===== src/rtl/stq_pkg.sv =====
// Package for the sorted timeout queue: sizes, input kind and status codes,
// and the types shared by the cell chain and its controller.
// Depends on nothing.
package stq_pkg;

	localparam int DEPTH     = 16;
	localparam int TIME_BITS = 32;
	localparam int ID_BITS   = 10;
	localparam int IDX_BITS  = $clog2(DEPTH);
	localparam int CNT_BITS  = $clog2(DEPTH + 1);

	localparam int S_DATA_BITS = ((ID_BITS + 2 * TIME_BITS + 7) / 8) * 8;
	localparam int M_DATA_BITS = ((ID_BITS + 2 + 7) / 8) * 8;

	typedef enum logic [1:0] {
		KIND_INSERT = 2'd0,
		KIND_ADJUST = 2'd1,
		KIND_DELETE = 2'd2,
		KIND_TICK   = 2'd3
	} kind_t;

	typedef enum logic [1:0] {
		STAT_OK        = 2'd0,
		STAT_FULL      = 2'd1,
		STAT_NOT_FOUND = 2'd2,
		STAT_DUPLICATE = 2'd3
	} status_t;

	typedef struct packed {
		logic                 valid;
		logic [TIME_BITS-1:0] expiry;
		logic [ID_BITS-1:0]   owner;
	} entry_t;

	// Per-cell command from the controller.
	typedef struct packed {
		logic                 ins;
		logic                 shl;
		logic [TIME_BITS-1:0] cmp_time;
		logic [TIME_BITS-1:0] new_expiry;
		logic [ID_BITS-1:0]   key_id;
	} cell_cmd_t;

	// What a cell reports to the controller and its neighbors.
	typedef struct packed {
		logic le;
		logic match;
	} cell_flags_t;

endpackage


===== src/rtl/stq_cell.sv =====
// One slot of the sorted timeout queue. It holds an entry, compares it with
// the command's time and id, and takes new data, its left or its right
// neighbor's entry. Depends on stq_pkg.
module stq_cell (
	input  logic                clk,
	input  logic                arst_n,
	input  stq_pkg::cell_cmd_t  cmd,
	input  logic                shl_en,
	input  logic                left_le,
	input  stq_pkg::entry_t     left_entry,
	input  stq_pkg::entry_t     right_entry,
	output stq_pkg::entry_t     entry,
	output stq_pkg::cell_flags_t flags
);

	logic                          valid_q;
	logic [stq_pkg::TIME_BITS-1:0] expiry_q;
	logic [stq_pkg::ID_BITS-1:0]   owner_q;

	assign entry.valid  = valid_q;
	assign entry.expiry = expiry_q;
	assign entry.owner  = owner_q;

	assign flags.le    = valid_q && (expiry_q <= cmd.cmp_time);
	assign flags.match = valid_q && (owner_q == cmd.key_id);

	always_ff @(posedge clk or negedge arst_n) begin
		if (!arst_n) begin
			valid_q <= 1'b0;
		end else if (cmd.ins && !flags.le) begin
			valid_q <= left_le ? 1'b1 : left_entry.valid;
		end else if (cmd.shl && shl_en) begin
			valid_q <= right_entry.valid;
		end
	end

	always_ff @(posedge clk) begin
		if (cmd.ins && !flags.le) begin
			if (left_le) begin
				expiry_q <= cmd.new_expiry;
				owner_q  <= cmd.key_id;
			end else begin
				expiry_q <= left_entry.expiry;
				owner_q  <= left_entry.owner;
			end
		end else if (cmd.shl && shl_en) begin
			expiry_q <= right_entry.expiry;
			owner_q  <= right_entry.owner;
		end
	end

endmodule


===== src/rtl/sorted_timeout_queue.sv =====
// Sorted timeout queue: a controller and a chain of stq_cell slots.
// Depends on stq_pkg and stq_cell.
//
// Usage: each slave transfer carries a command kind in s_tuser and entry id,
// expiry time and current time in s_tdata. Insert, adjust and delete each
// produce one master transfer with a status code. A tick produces one
// transfer per expired entry, oldest first, with m_tuser set and m_tlast on
// the final one; a tick that finds nothing expired produces one transfer
// with m_tuser low and m_tlast high.
// Timing: insert and delete pass from acceptance through the execute state to
// the output register; adjust goes through the execute state (a removal shift)
// and then the insert state (an insertion shift). A tick passes through the
// execute state into the tick state, where the cells compare against the current
// time and the chain shifts one slot each time the head entry is emitted.
// A new command is accepted only once the previous one has finished; its
// result sits in the output register while the next command is taken.
// When the receiver stalls, the chain waits until the output register is
// free. Reset empties the queue and clears the output register.
module sorted_timeout_queue (
	input  logic                            clk,
	input  logic                            arst_n,
	input  logic                            s_tvalid,
	output logic                            s_tready,
	// entry_id, expire_time, now_time, zero fill
	input  logic [stq_pkg::S_DATA_BITS-1:0] s_tdata,
	// kind
	input  logic [1:0]                      s_tuser,
	output logic                            m_tvalid,
	input  logic                            m_tready,
	// expired_id, status, zero fill
	output logic [stq_pkg::M_DATA_BITS-1:0] m_tdata,
	// expired_valid
	output logic                            m_tuser,
	output logic                            m_tlast
);

	typedef enum logic [3:0] {
		ST_IDLE = 4'b0001,
		ST_EXEC = 4'b0010,
		ST_INS  = 4'b0100,
		ST_TICK = 4'b1000
	} state_t;

	localparam int TB = stq_pkg::TIME_BITS;
	localparam int IB = stq_pkg::ID_BITS;

	state_t state_q, state_d;

	stq_pkg::kind_t            kind_q;
	logic [IB-1:0]             id_q;
	logic [TB-1:0]             exp_q;
	logic [TB-1:0]             now_q;
	logic [stq_pkg::CNT_BITS-1:0] cnt_q, cnt_d;

	stq_pkg::entry_t      cell_entry [stq_pkg::DEPTH];
	stq_pkg::cell_flags_t cell_flags [stq_pkg::DEPTH];
	logic [stq_pkg::DEPTH-1:0] match_vec;
	logic [stq_pkg::DEPTH-1:0] shl_en;
	stq_pkg::cell_cmd_t   cmd;
	logic                 cmd_ins;
	logic                 cmd_shl;

	logic                         found;
	logic                         full;
	logic [stq_pkg::IDX_BITS-1:0] found_pos;
	logic [stq_pkg::IDX_BITS-1:0] shl_pos;
	logic                         out_free;

	logic                   emit;
	logic [IB-1:0]          e_id;
	logic                   e_valid;
	stq_pkg::status_t       e_status;
	logic                   e_last;

	logic                   m_valid_q;
	logic [IB-1:0]          m_id_q;
	logic                   m_xv_q;
	stq_pkg::status_t       m_status_q;
	logic                   m_last_q;

	localparam stq_pkg::entry_t EMPTY_ENTRY = '{valid: 1'b0, expiry: '0, owner: '0};

	assign s_tready = (state_q == ST_IDLE);
	assign out_free = !m_valid_q || m_tready;
	assign full     = (cnt_q == stq_pkg::CNT_BITS'(stq_pkg::DEPTH));
	assign found    = |match_vec;

	always_comb begin
		found_pos = '0;
		for (int i = 0; i < stq_pkg::DEPTH; i++) begin
			match_vec[i] = cell_flags[i].match;
			if (cell_flags[i].match) begin
				found_pos = found_pos | stq_pkg::IDX_BITS'(i);
			end
		end
	end

	assign cmd = '{
		ins:        cmd_ins,
		shl:        cmd_shl,
		cmp_time:   (state_q == ST_TICK) ? now_q : exp_q,
		new_expiry: exp_q,
		key_id:     id_q
	};

	genvar g;
	generate
		for (g = 0; g < stq_pkg::DEPTH; g++) begin : g_cell
			stq_pkg::entry_t left_e;
			stq_pkg::entry_t right_e;
			logic            left_le;

			assign shl_en[g] = (stq_pkg::IDX_BITS'(g) >= shl_pos);

			if (g == 0) begin : g_first
				assign left_e  = EMPTY_ENTRY;
				assign left_le = 1'b1;
			end else begin : g_mid
				assign left_e  = cell_entry[g-1];
				assign left_le = cell_flags[g-1].le;
			end

			if (g == stq_pkg::DEPTH - 1) begin : g_last
				assign right_e = EMPTY_ENTRY;
			end else begin : g_inner
				assign right_e = cell_entry[g+1];
			end

			stq_cell u_cell (
				.clk         (clk),
				.arst_n      (arst_n),
				.cmd         (cmd),
				.shl_en      (shl_en[g]),
				.left_le     (left_le),
				.left_entry  (left_e),
				.right_entry (right_e),
				.entry       (cell_entry[g]),
				.flags       (cell_flags[g])
			);
		end
	endgenerate

	always_comb begin
		state_d  = state_q;
		cnt_d    = cnt_q;
		cmd_ins  = 1'b0;
		cmd_shl  = 1'b0;
		shl_pos  = found_pos;
		emit     = 1'b0;
		e_id     = '0;
		e_valid  = 1'b0;
		e_status = stq_pkg::STAT_OK;
		e_last   = 1'b1;
		case (state_q)
			ST_IDLE: begin
				if (s_tvalid) begin
					state_d = ST_EXEC;
				end
			end
			ST_EXEC: begin
				case (kind_q)
					stq_pkg::KIND_INSERT: begin
						if (out_free) begin
							emit    = 1'b1;
							state_d = ST_IDLE;
							if (found) begin
								e_status = stq_pkg::STAT_DUPLICATE;
							end else if (full) begin
								e_status = stq_pkg::STAT_FULL;
							end else begin
								cmd_ins = 1'b1;
								cnt_d   = cnt_q + 1'b1;
							end
						end
					end
					stq_pkg::KIND_ADJUST: begin
						if (!found) begin
							if (out_free) begin
								emit     = 1'b1;
								e_status = stq_pkg::STAT_NOT_FOUND;
								state_d  = ST_IDLE;
							end
						end else begin
							cmd_shl = 1'b1;
							cnt_d   = cnt_q - 1'b1;
							state_d = ST_INS;
						end
					end
					stq_pkg::KIND_DELETE: begin
						if (out_free) begin
							emit    = 1'b1;
							state_d = ST_IDLE;
							if (!found) begin
								e_status = stq_pkg::STAT_NOT_FOUND;
							end else begin
								cmd_shl = 1'b1;
								cnt_d   = cnt_q - 1'b1;
							end
						end
					end
					stq_pkg::KIND_TICK: begin
						state_d = ST_TICK;
					end
					default: begin
						state_d = ST_IDLE;
					end
				endcase
			end
			ST_INS: begin
				if (out_free) begin
					cmd_ins = 1'b1;
					cnt_d   = cnt_q + 1'b1;
					emit    = 1'b1;
					state_d = ST_IDLE;
				end
			end
			ST_TICK: begin
				if (out_free) begin
					emit = 1'b1;
					if (cell_flags[0].le) begin
						e_id    = cell_entry[0].owner;
						e_valid = 1'b1;
						e_last  = !cell_flags[1].le;
						cmd_shl = 1'b1;
						shl_pos = '0;
						cnt_d   = cnt_q - 1'b1;
						if (!cell_flags[1].le) begin
							state_d = ST_IDLE;
						end
					end else begin
						state_d = ST_IDLE;
					end
				end
			end
			default: begin
				state_d = ST_IDLE;
			end
		endcase
	end

	always_ff @(posedge clk or negedge arst_n) begin
		if (!arst_n) begin
			state_q   <= ST_IDLE;
			cnt_q     <= '0;
			m_valid_q <= 1'b0;
		end else begin
			state_q <= state_d;
			cnt_q   <= cnt_d;
			if (emit) begin
				m_valid_q <= 1'b1;
			end else if (m_tready) begin
				m_valid_q <= 1'b0;
			end
		end
	end

	always_ff @(posedge clk) begin
		if (s_tvalid && s_tready) begin
			kind_q <= stq_pkg::kind_t'(s_tuser);
			id_q   <= s_tdata[IB-1:0];
			exp_q  <= s_tdata[IB+TB-1:IB];
			now_q  <= s_tdata[IB+2*TB-1:IB+TB];
		end
		if (emit) begin
			m_id_q     <= e_id;
			m_xv_q     <= e_valid;
			m_status_q <= e_status;
			m_last_q   <= e_last;
		end
	end

	assign m_tvalid = m_valid_q;
	assign m_tdata  = {{(stq_pkg::M_DATA_BITS - IB - 2){1'b0}}, m_status_q, m_id_q};
	assign m_tuser  = m_xv_q;
	assign m_tlast  = m_last_q;

endmodule


===== config.mk =====
export PLATFORM = sky130hd
export DESIGN_NAME = sorted_timeout_queue
export DESIGN_NICKNAME = d
export VERILOG_FILES = /design/src/rtl/stq_pkg.sv /design/src/rtl/stq_cell.sv /design/src/rtl/sorted_timeout_queue.sv
export SDC_FILE = /design/constraint.sdc
export NUM_CORES = 2
export LEC_CHECK = 0
export ABC_AREA = 1
export BUFFER_PORTS_ARGS = -buffer_cell sky130_fd_sc_hd__buf_2
export CAP_MARGIN = 20
export CORE_MARGIN = 4
export CORE_UTILIZATION = 30
export DETAILED_ROUTE_END_ITERATION = 16
export PLACE_DENSITY = 0.41
export SLEW_MARGIN = 20
export SYNTH_ARGS = -nofsm -noshare
export SYNTH_HDL_FRONTEND = slang
export SYNTH_SLANG_ARGS = --single-unit

===== constraint.sdc =====
create_clock -name clk -period 10.8 [get_ports clk]
set_clock_uncertainty 0.15 [all_clocks]
set_input_delay 1.08 -clock clk [delete_from_list [all_inputs] [get_ports clk]]
set_output_delay 1.08 -clock clk [all_outputs]
set_load 0.05 [all_outputs]

==> results.txt <==
The worst reg2reg path depth came out at 17. The total of hold buffers inserted after clock tree synthesis came out at 0. The net switching component of the power came out at 3.98 mW. The effective utilization at floorplan came out at a little under a third.

The commonest non-fill, non-tap cell in the layout is sky130_fd_sc_hd__nand2_1. The unique cell type count in the Yosys netlist came out at 51. The critical path class is flip-flop to flip-flop. Setup repair after global routing left no endpoint under its margin.

The number of endpoints failing setup at the final stage came out at 0. The least setup slack across all paths after layout is 3.26 ns. The tightest hold margin came out at 0.259 ns.

The floorplan core area came out at 177000 um2. The maximum count of clock buffers along a single path came out at 3. The placer congestion estimate is 0.853.

The wire length reported by the detailed router came out at 209 mm. The final total negative setup slack came out at 0 ns. The max capacitance violation total came out at 0. The post-layout total power is 10.7 mW. The total power density per cell area is ~180 nW/um2. The most used flip-flop cell after synthesis is sky130_fd_sc_hd__edfxtp_1. After detailed routing, the number of remaining DRC violations is 0. The relative max-transition margin came out at 24.7%. Clock-pin slew was measured on the worst setup and hold paths at 0.06 ns. The number of flops mapped to enable cells by yosys came out at 762.

The overall fraction of global-route tracks in use is roughly 22%. The maximum operating frequency is approximately 130 MHz. The part of the Yosys area used for sequential elements is approximately 44%. The post-layout minimum cycle time is 7.54 ns. In this run, synthesis produced a sequential element count of roughly 790. The sequential fraction of design power is 38.4%. The count of H-tree levels built during CTS came out at 3. The share of flip-flops with an asynchronous set or reset after synthesis came out at 3.30%. Prior to clock tree synthesis, the placed netlist has a worst setup slack of 3.30 ns. Summing over every cut layer, the via total after detailed routing is 46066. The count of standard-cell rows is 154.

The fraction of final layout cells with drive strength greater than 1 is under 10%. The growth of design area from synthesis to finish came out at 11.6%. Leaving out fill and tap cells, the most frequent cells in the layout are sky130_fd_sc_hd__nand2_1 (2178), sky130_fd_sc_hd__edfxtp_1 (762), sky130_fd_sc_hd__o21ai_0 (672). Clock tree synthesis selected as its root buffer the cell sky130_fd_sc_hd__clkbuf_16.

Of all nets on the critical path, the largest fanout is 85. The overall die area came out at 185000 um2. The vertical die dimension is 430 um. A synthesized cell averages around 8.0 um2.

Summing every instance area after synthesis gives roughly 53000 um2. The width of the die is about 430 um. Once detailed placement completed, the half-perimeter wirelength came to approximately 150 mm.

The path class of the tightest hold or removal check is primary input to async pin. The required time of the worst setup path came out at 11.09 ns. The post-detailed-route wirelength per cell came out at roughly 23 um.

The latest clock arrival within the worst-skew pair came out at 0.75 ns. The worst-case vdd ir drop came out at 0.123 mV. The run finished with clean final reports. The number of antenna violations at the first check in global routing came to 13. The cell area reported after detailed placement is 56300 um2.

The total congestion overflow came out at 0. The number of pins with negative max-slew slack in the final report is 0. Setup slack on the worst reg-to-reg path comes out at 3.26 ns.

The maximum number of pins on one net before global-route repair is 87. The clock network fraction of design power is 32.2%. Counting every sink on the clock net gives 788.

The proportion of total power due to net switching is 37.3%. Data arrives at the worst endpoint at 7.83 ns. The post-route cell area is 59600 um2.

Synthesis produced a netlist whose cell count is 6648. After the first detailed-routing iteration, the DRC count stood at 3947. The first-pass GRT wire length came out at 306 mm.

STA classifies the critical path startpoint as a flip-flop. Dividing the final minimum period by the clock period gives 69.8%. The residual antenna-violating net count after detailed routing came out at 0.

The total of cells resized after clock tree synthesis came out at 0. After clock tree synthesis, the setup repair step added 0 buffers. The proportion of power drawn by combinational gates is ~29%. The first-pass detailed-route iteration total is 9. The number of global-route vias before repair came to 45598. The capturing element type of the critical path is a flip-flop. The number of buffers added on ports is 95. The hold violation count in the final report came out at 0. Summed over all cells, the static leakage comes to 25.9 nW. The clock tree from TritonCTS is yes.

The total number of nets in the final design is 7197. Cell internal power was estimated by the tool at 6.68 mW. The number of clock buffers inserted by TritonCTS came out at 106. For this run, the number of Yosys warnings is 0. During I/O placement, the number of pins put on the boundary was around 110. For the pin with the worst max-slew slack, the measured transition is 1.13 ns.

In the routed layout, each cell is associated on average with a via count of 5.10.
==> cell type report <==
cell class / instances / area, um2
clock buffers: 131 / 2820
multi-input cells: 5081 / 26900
well taps: 2340 / 2930
inverters: 417 / 1570
diodes: 2 / 5.00
fillers: 18826 / 117000
flip-flops and latches: 788 / 23500
repair buffers: 214 / 1370
clock inverters: 59 / 445
==> cell usage after synthesis, types with 3 or more instances <==
library cell | n | area [um2]
sky130_fd_sc_hd__o21bai_1 | 23 | 173
sky130_fd_sc_hd__nor4_1 | 18 | 113
sky130_fd_sc_hd__buf_1 | 12 | 45.0
sky130_fd_sc_hd__o21ai_1 | 101 | 505
sky130_fd_sc_hd__edfxtp_1 | 762 | 22900
sky130_fd_sc_hd__xnor2_1 | 26 | 228
sky130_fd_sc_hd__o31ai_1 | 32 | 240
sky130_fd_sc_hd__nor3_1 | 28 | 140
sky130_fd_sc_hd__o21ai_0 | 703 | 3520
sky130_fd_sc_hd__inv_2 | 14 | 52.6
sky130_fd_sc_hd__xor2_1 | 19 | 166
sky130_fd_sc_hd__nor2_1 | 507 | 1900
sky130_fd_sc_hd__clkinv_1 | 6 | 22.5
sky130_fd_sc_hd__a21boi_0 | 5 | 37.5
sky130_fd_sc_hd__o221a_2 | 6 | 67.6
sky130_fd_sc_hd__or2_2 | 4 | 25.0
sky130_fd_sc_hd__nand2_2 | 14 | 87.6
sky130_fd_sc_hd__a21oi_1 | 468 | 2340
sky130_fd_sc_hd__buf_2 | 137 | 686
sky130_fd_sc_hd__o221ai_1 | 9 | 78.8
sky130_fd_sc_hd__a31oi_1 | 9 | 56.3
sky130_fd_sc_hd__nor3b_1 | 3 | 22.5
sky130_fd_sc_hd__nand4_1 | 95 | 594
sky130_fd_sc_hd__o211ai_1 | 35 | 263
sky130_fd_sc_hd__nand2_1 | 2207 | 8280
sky130_fd_sc_hd__o21a_1 | 36 | 270
sky130_fd_sc_hd__dfrtp_1 | 25 | 626
sky130_fd_sc_hd__ha_1 | 503 | 6290
sky130_fd_sc_hd__clkbuf_1 | 194 | 728
sky130_fd_sc_hd__inv_1 | 397 | 1490
sky130_fd_sc_hd__and3_1 | 3 | 18.8
sky130_fd_sc_hd__nand3b_1 | 3 | 22.5
sky130_fd_sc_hd__buf_4 | 16 | 120
sky130_fd_sc_hd__a211oi_1 | 17 | 128
sky130_fd_sc_hd__buf_6 | 5 | 56.3
sky130_fd_sc_hd__nand3_1 | 185 | 926
==> layer usage <==
layer / GRT usage (%) / up-vias / routed length, um
li1: - / 22611 / -
met1: 28.8 / 22004 / 92000
met2: 38.5 / 1184 / 101000
met3: 3.22 / 265 / 10600
met4: 5.98 / 2 / 5700
met5: 0 / - / 12
==> worst max-delay path: stages, from the launching register on <==
cell and delay, ns:
sky130_fd_sc_hd__dfstp_2 0.53, sky130_fd_sc_hd__nor2_1 0.09, sky130_fd_sc_hd__nand2_4 0.29, sky130_fd_sc_hd__buf_4 0.69
sky130_fd_sc_hd__nand2_1 0.10, sky130_fd_sc_hd__o21ai_1 0.10, sky130_fd_sc_hd__buf_4 0.29, sky130_fd_sc_hd__ha_1 0.18
sky130_fd_sc_hd__nand2_1 0.07, sky130_fd_sc_hd__nor2_1 0.20, sky130_fd_sc_hd__nand4_1 0.40, sky130_fd_sc_hd__nor4_1 0.90
sky130_fd_sc_hd__nand4_1 0.16, sky130_fd_sc_hd__nand2_1 0.17, sky130_fd_sc_hd__nand2_4 0.51, sky130_fd_sc_hd__nand2_4 1.09
sky130_fd_sc_hd__nand2_2 0.71, sky130_fd_sc_hd__buf_4 0.50
==> power by group through the flow <==
stage	clock network [mW]	registers, mW	logic [mW]
5_1_grt	3.65	4.12	3.54
2_1_floorplan	0	4.06	1.98
3_5_place_dp	0	4.15	3.15
3_3_place_gp	0	4.15	3.10
4_1_cts	3.55	4.09	3.16
6_report	3.44	4.09	3.13
==> final timing paths <==
kind	start	end
max in group asynchronous	arst_n	g_cell[9].u_cell.valid_q$_DFFE_PN0P_
worst max-delay path	state_q[0]$_DFFE_PN1P_	g_cell[7].u_cell.expiry_q[11]$_DFFE_PP_
worst min-delay path	arst_n	g_cell[14].u_cell.valid_q$_DFFE_PN0P_
worst min register to register	g_cell[15].u_cell.expiry_q[8]$_SDFFCE_PN0P_	g_cell[14].u_cell.expiry_q[8]$_DFFE_PP_
min in group clk	s_tdata[8]	id_q[8]$_DFFE_PP_
worst max register to register	state_q[0]$_DFFE_PN1P_	g_cell[7].u_cell.expiry_q[11]$_DFFE_PP_
==> registers in the layout, indices dropped and copies added (netlist names), 4 cells and up <==
| name | flops |
|---|---|
| g_cell.u_cell.expiry_q | 512 |
| g_cell.u_cell.owner_q | 160 |
| exp_q | 32 |
| now_q | 32 |
| g_cell.u_cell.valid_q | 16 |
| id_q | 10 |
| m_id_q | 10 |
| cnt_q | 5 |
| state_q | 4 |
==> per-stage QoR <==
step	cells	util [%]
floorplan	6651	-
global placement	8840	31.9
detailed placement	8840	31.9
CTS	9030	33.7
global route	9030	33.7
finish	9032	33.7
==> kinds of logic (layout without fill, tap and decap cells) <==
family	after synthesis	count (layout)	synth area share [%]
compound gates	1452	1452	14.5
xor+xnor	45	45	0.738
fa+ha+maj	503	503	11.8
buf+inv	782	821	6.00
flops	788	788	44.1
mux	2	2	0.0375
other cells	1	6	0.00702
simple gates	3075	3075	22.9
Power figures use the tool's default switching activity.
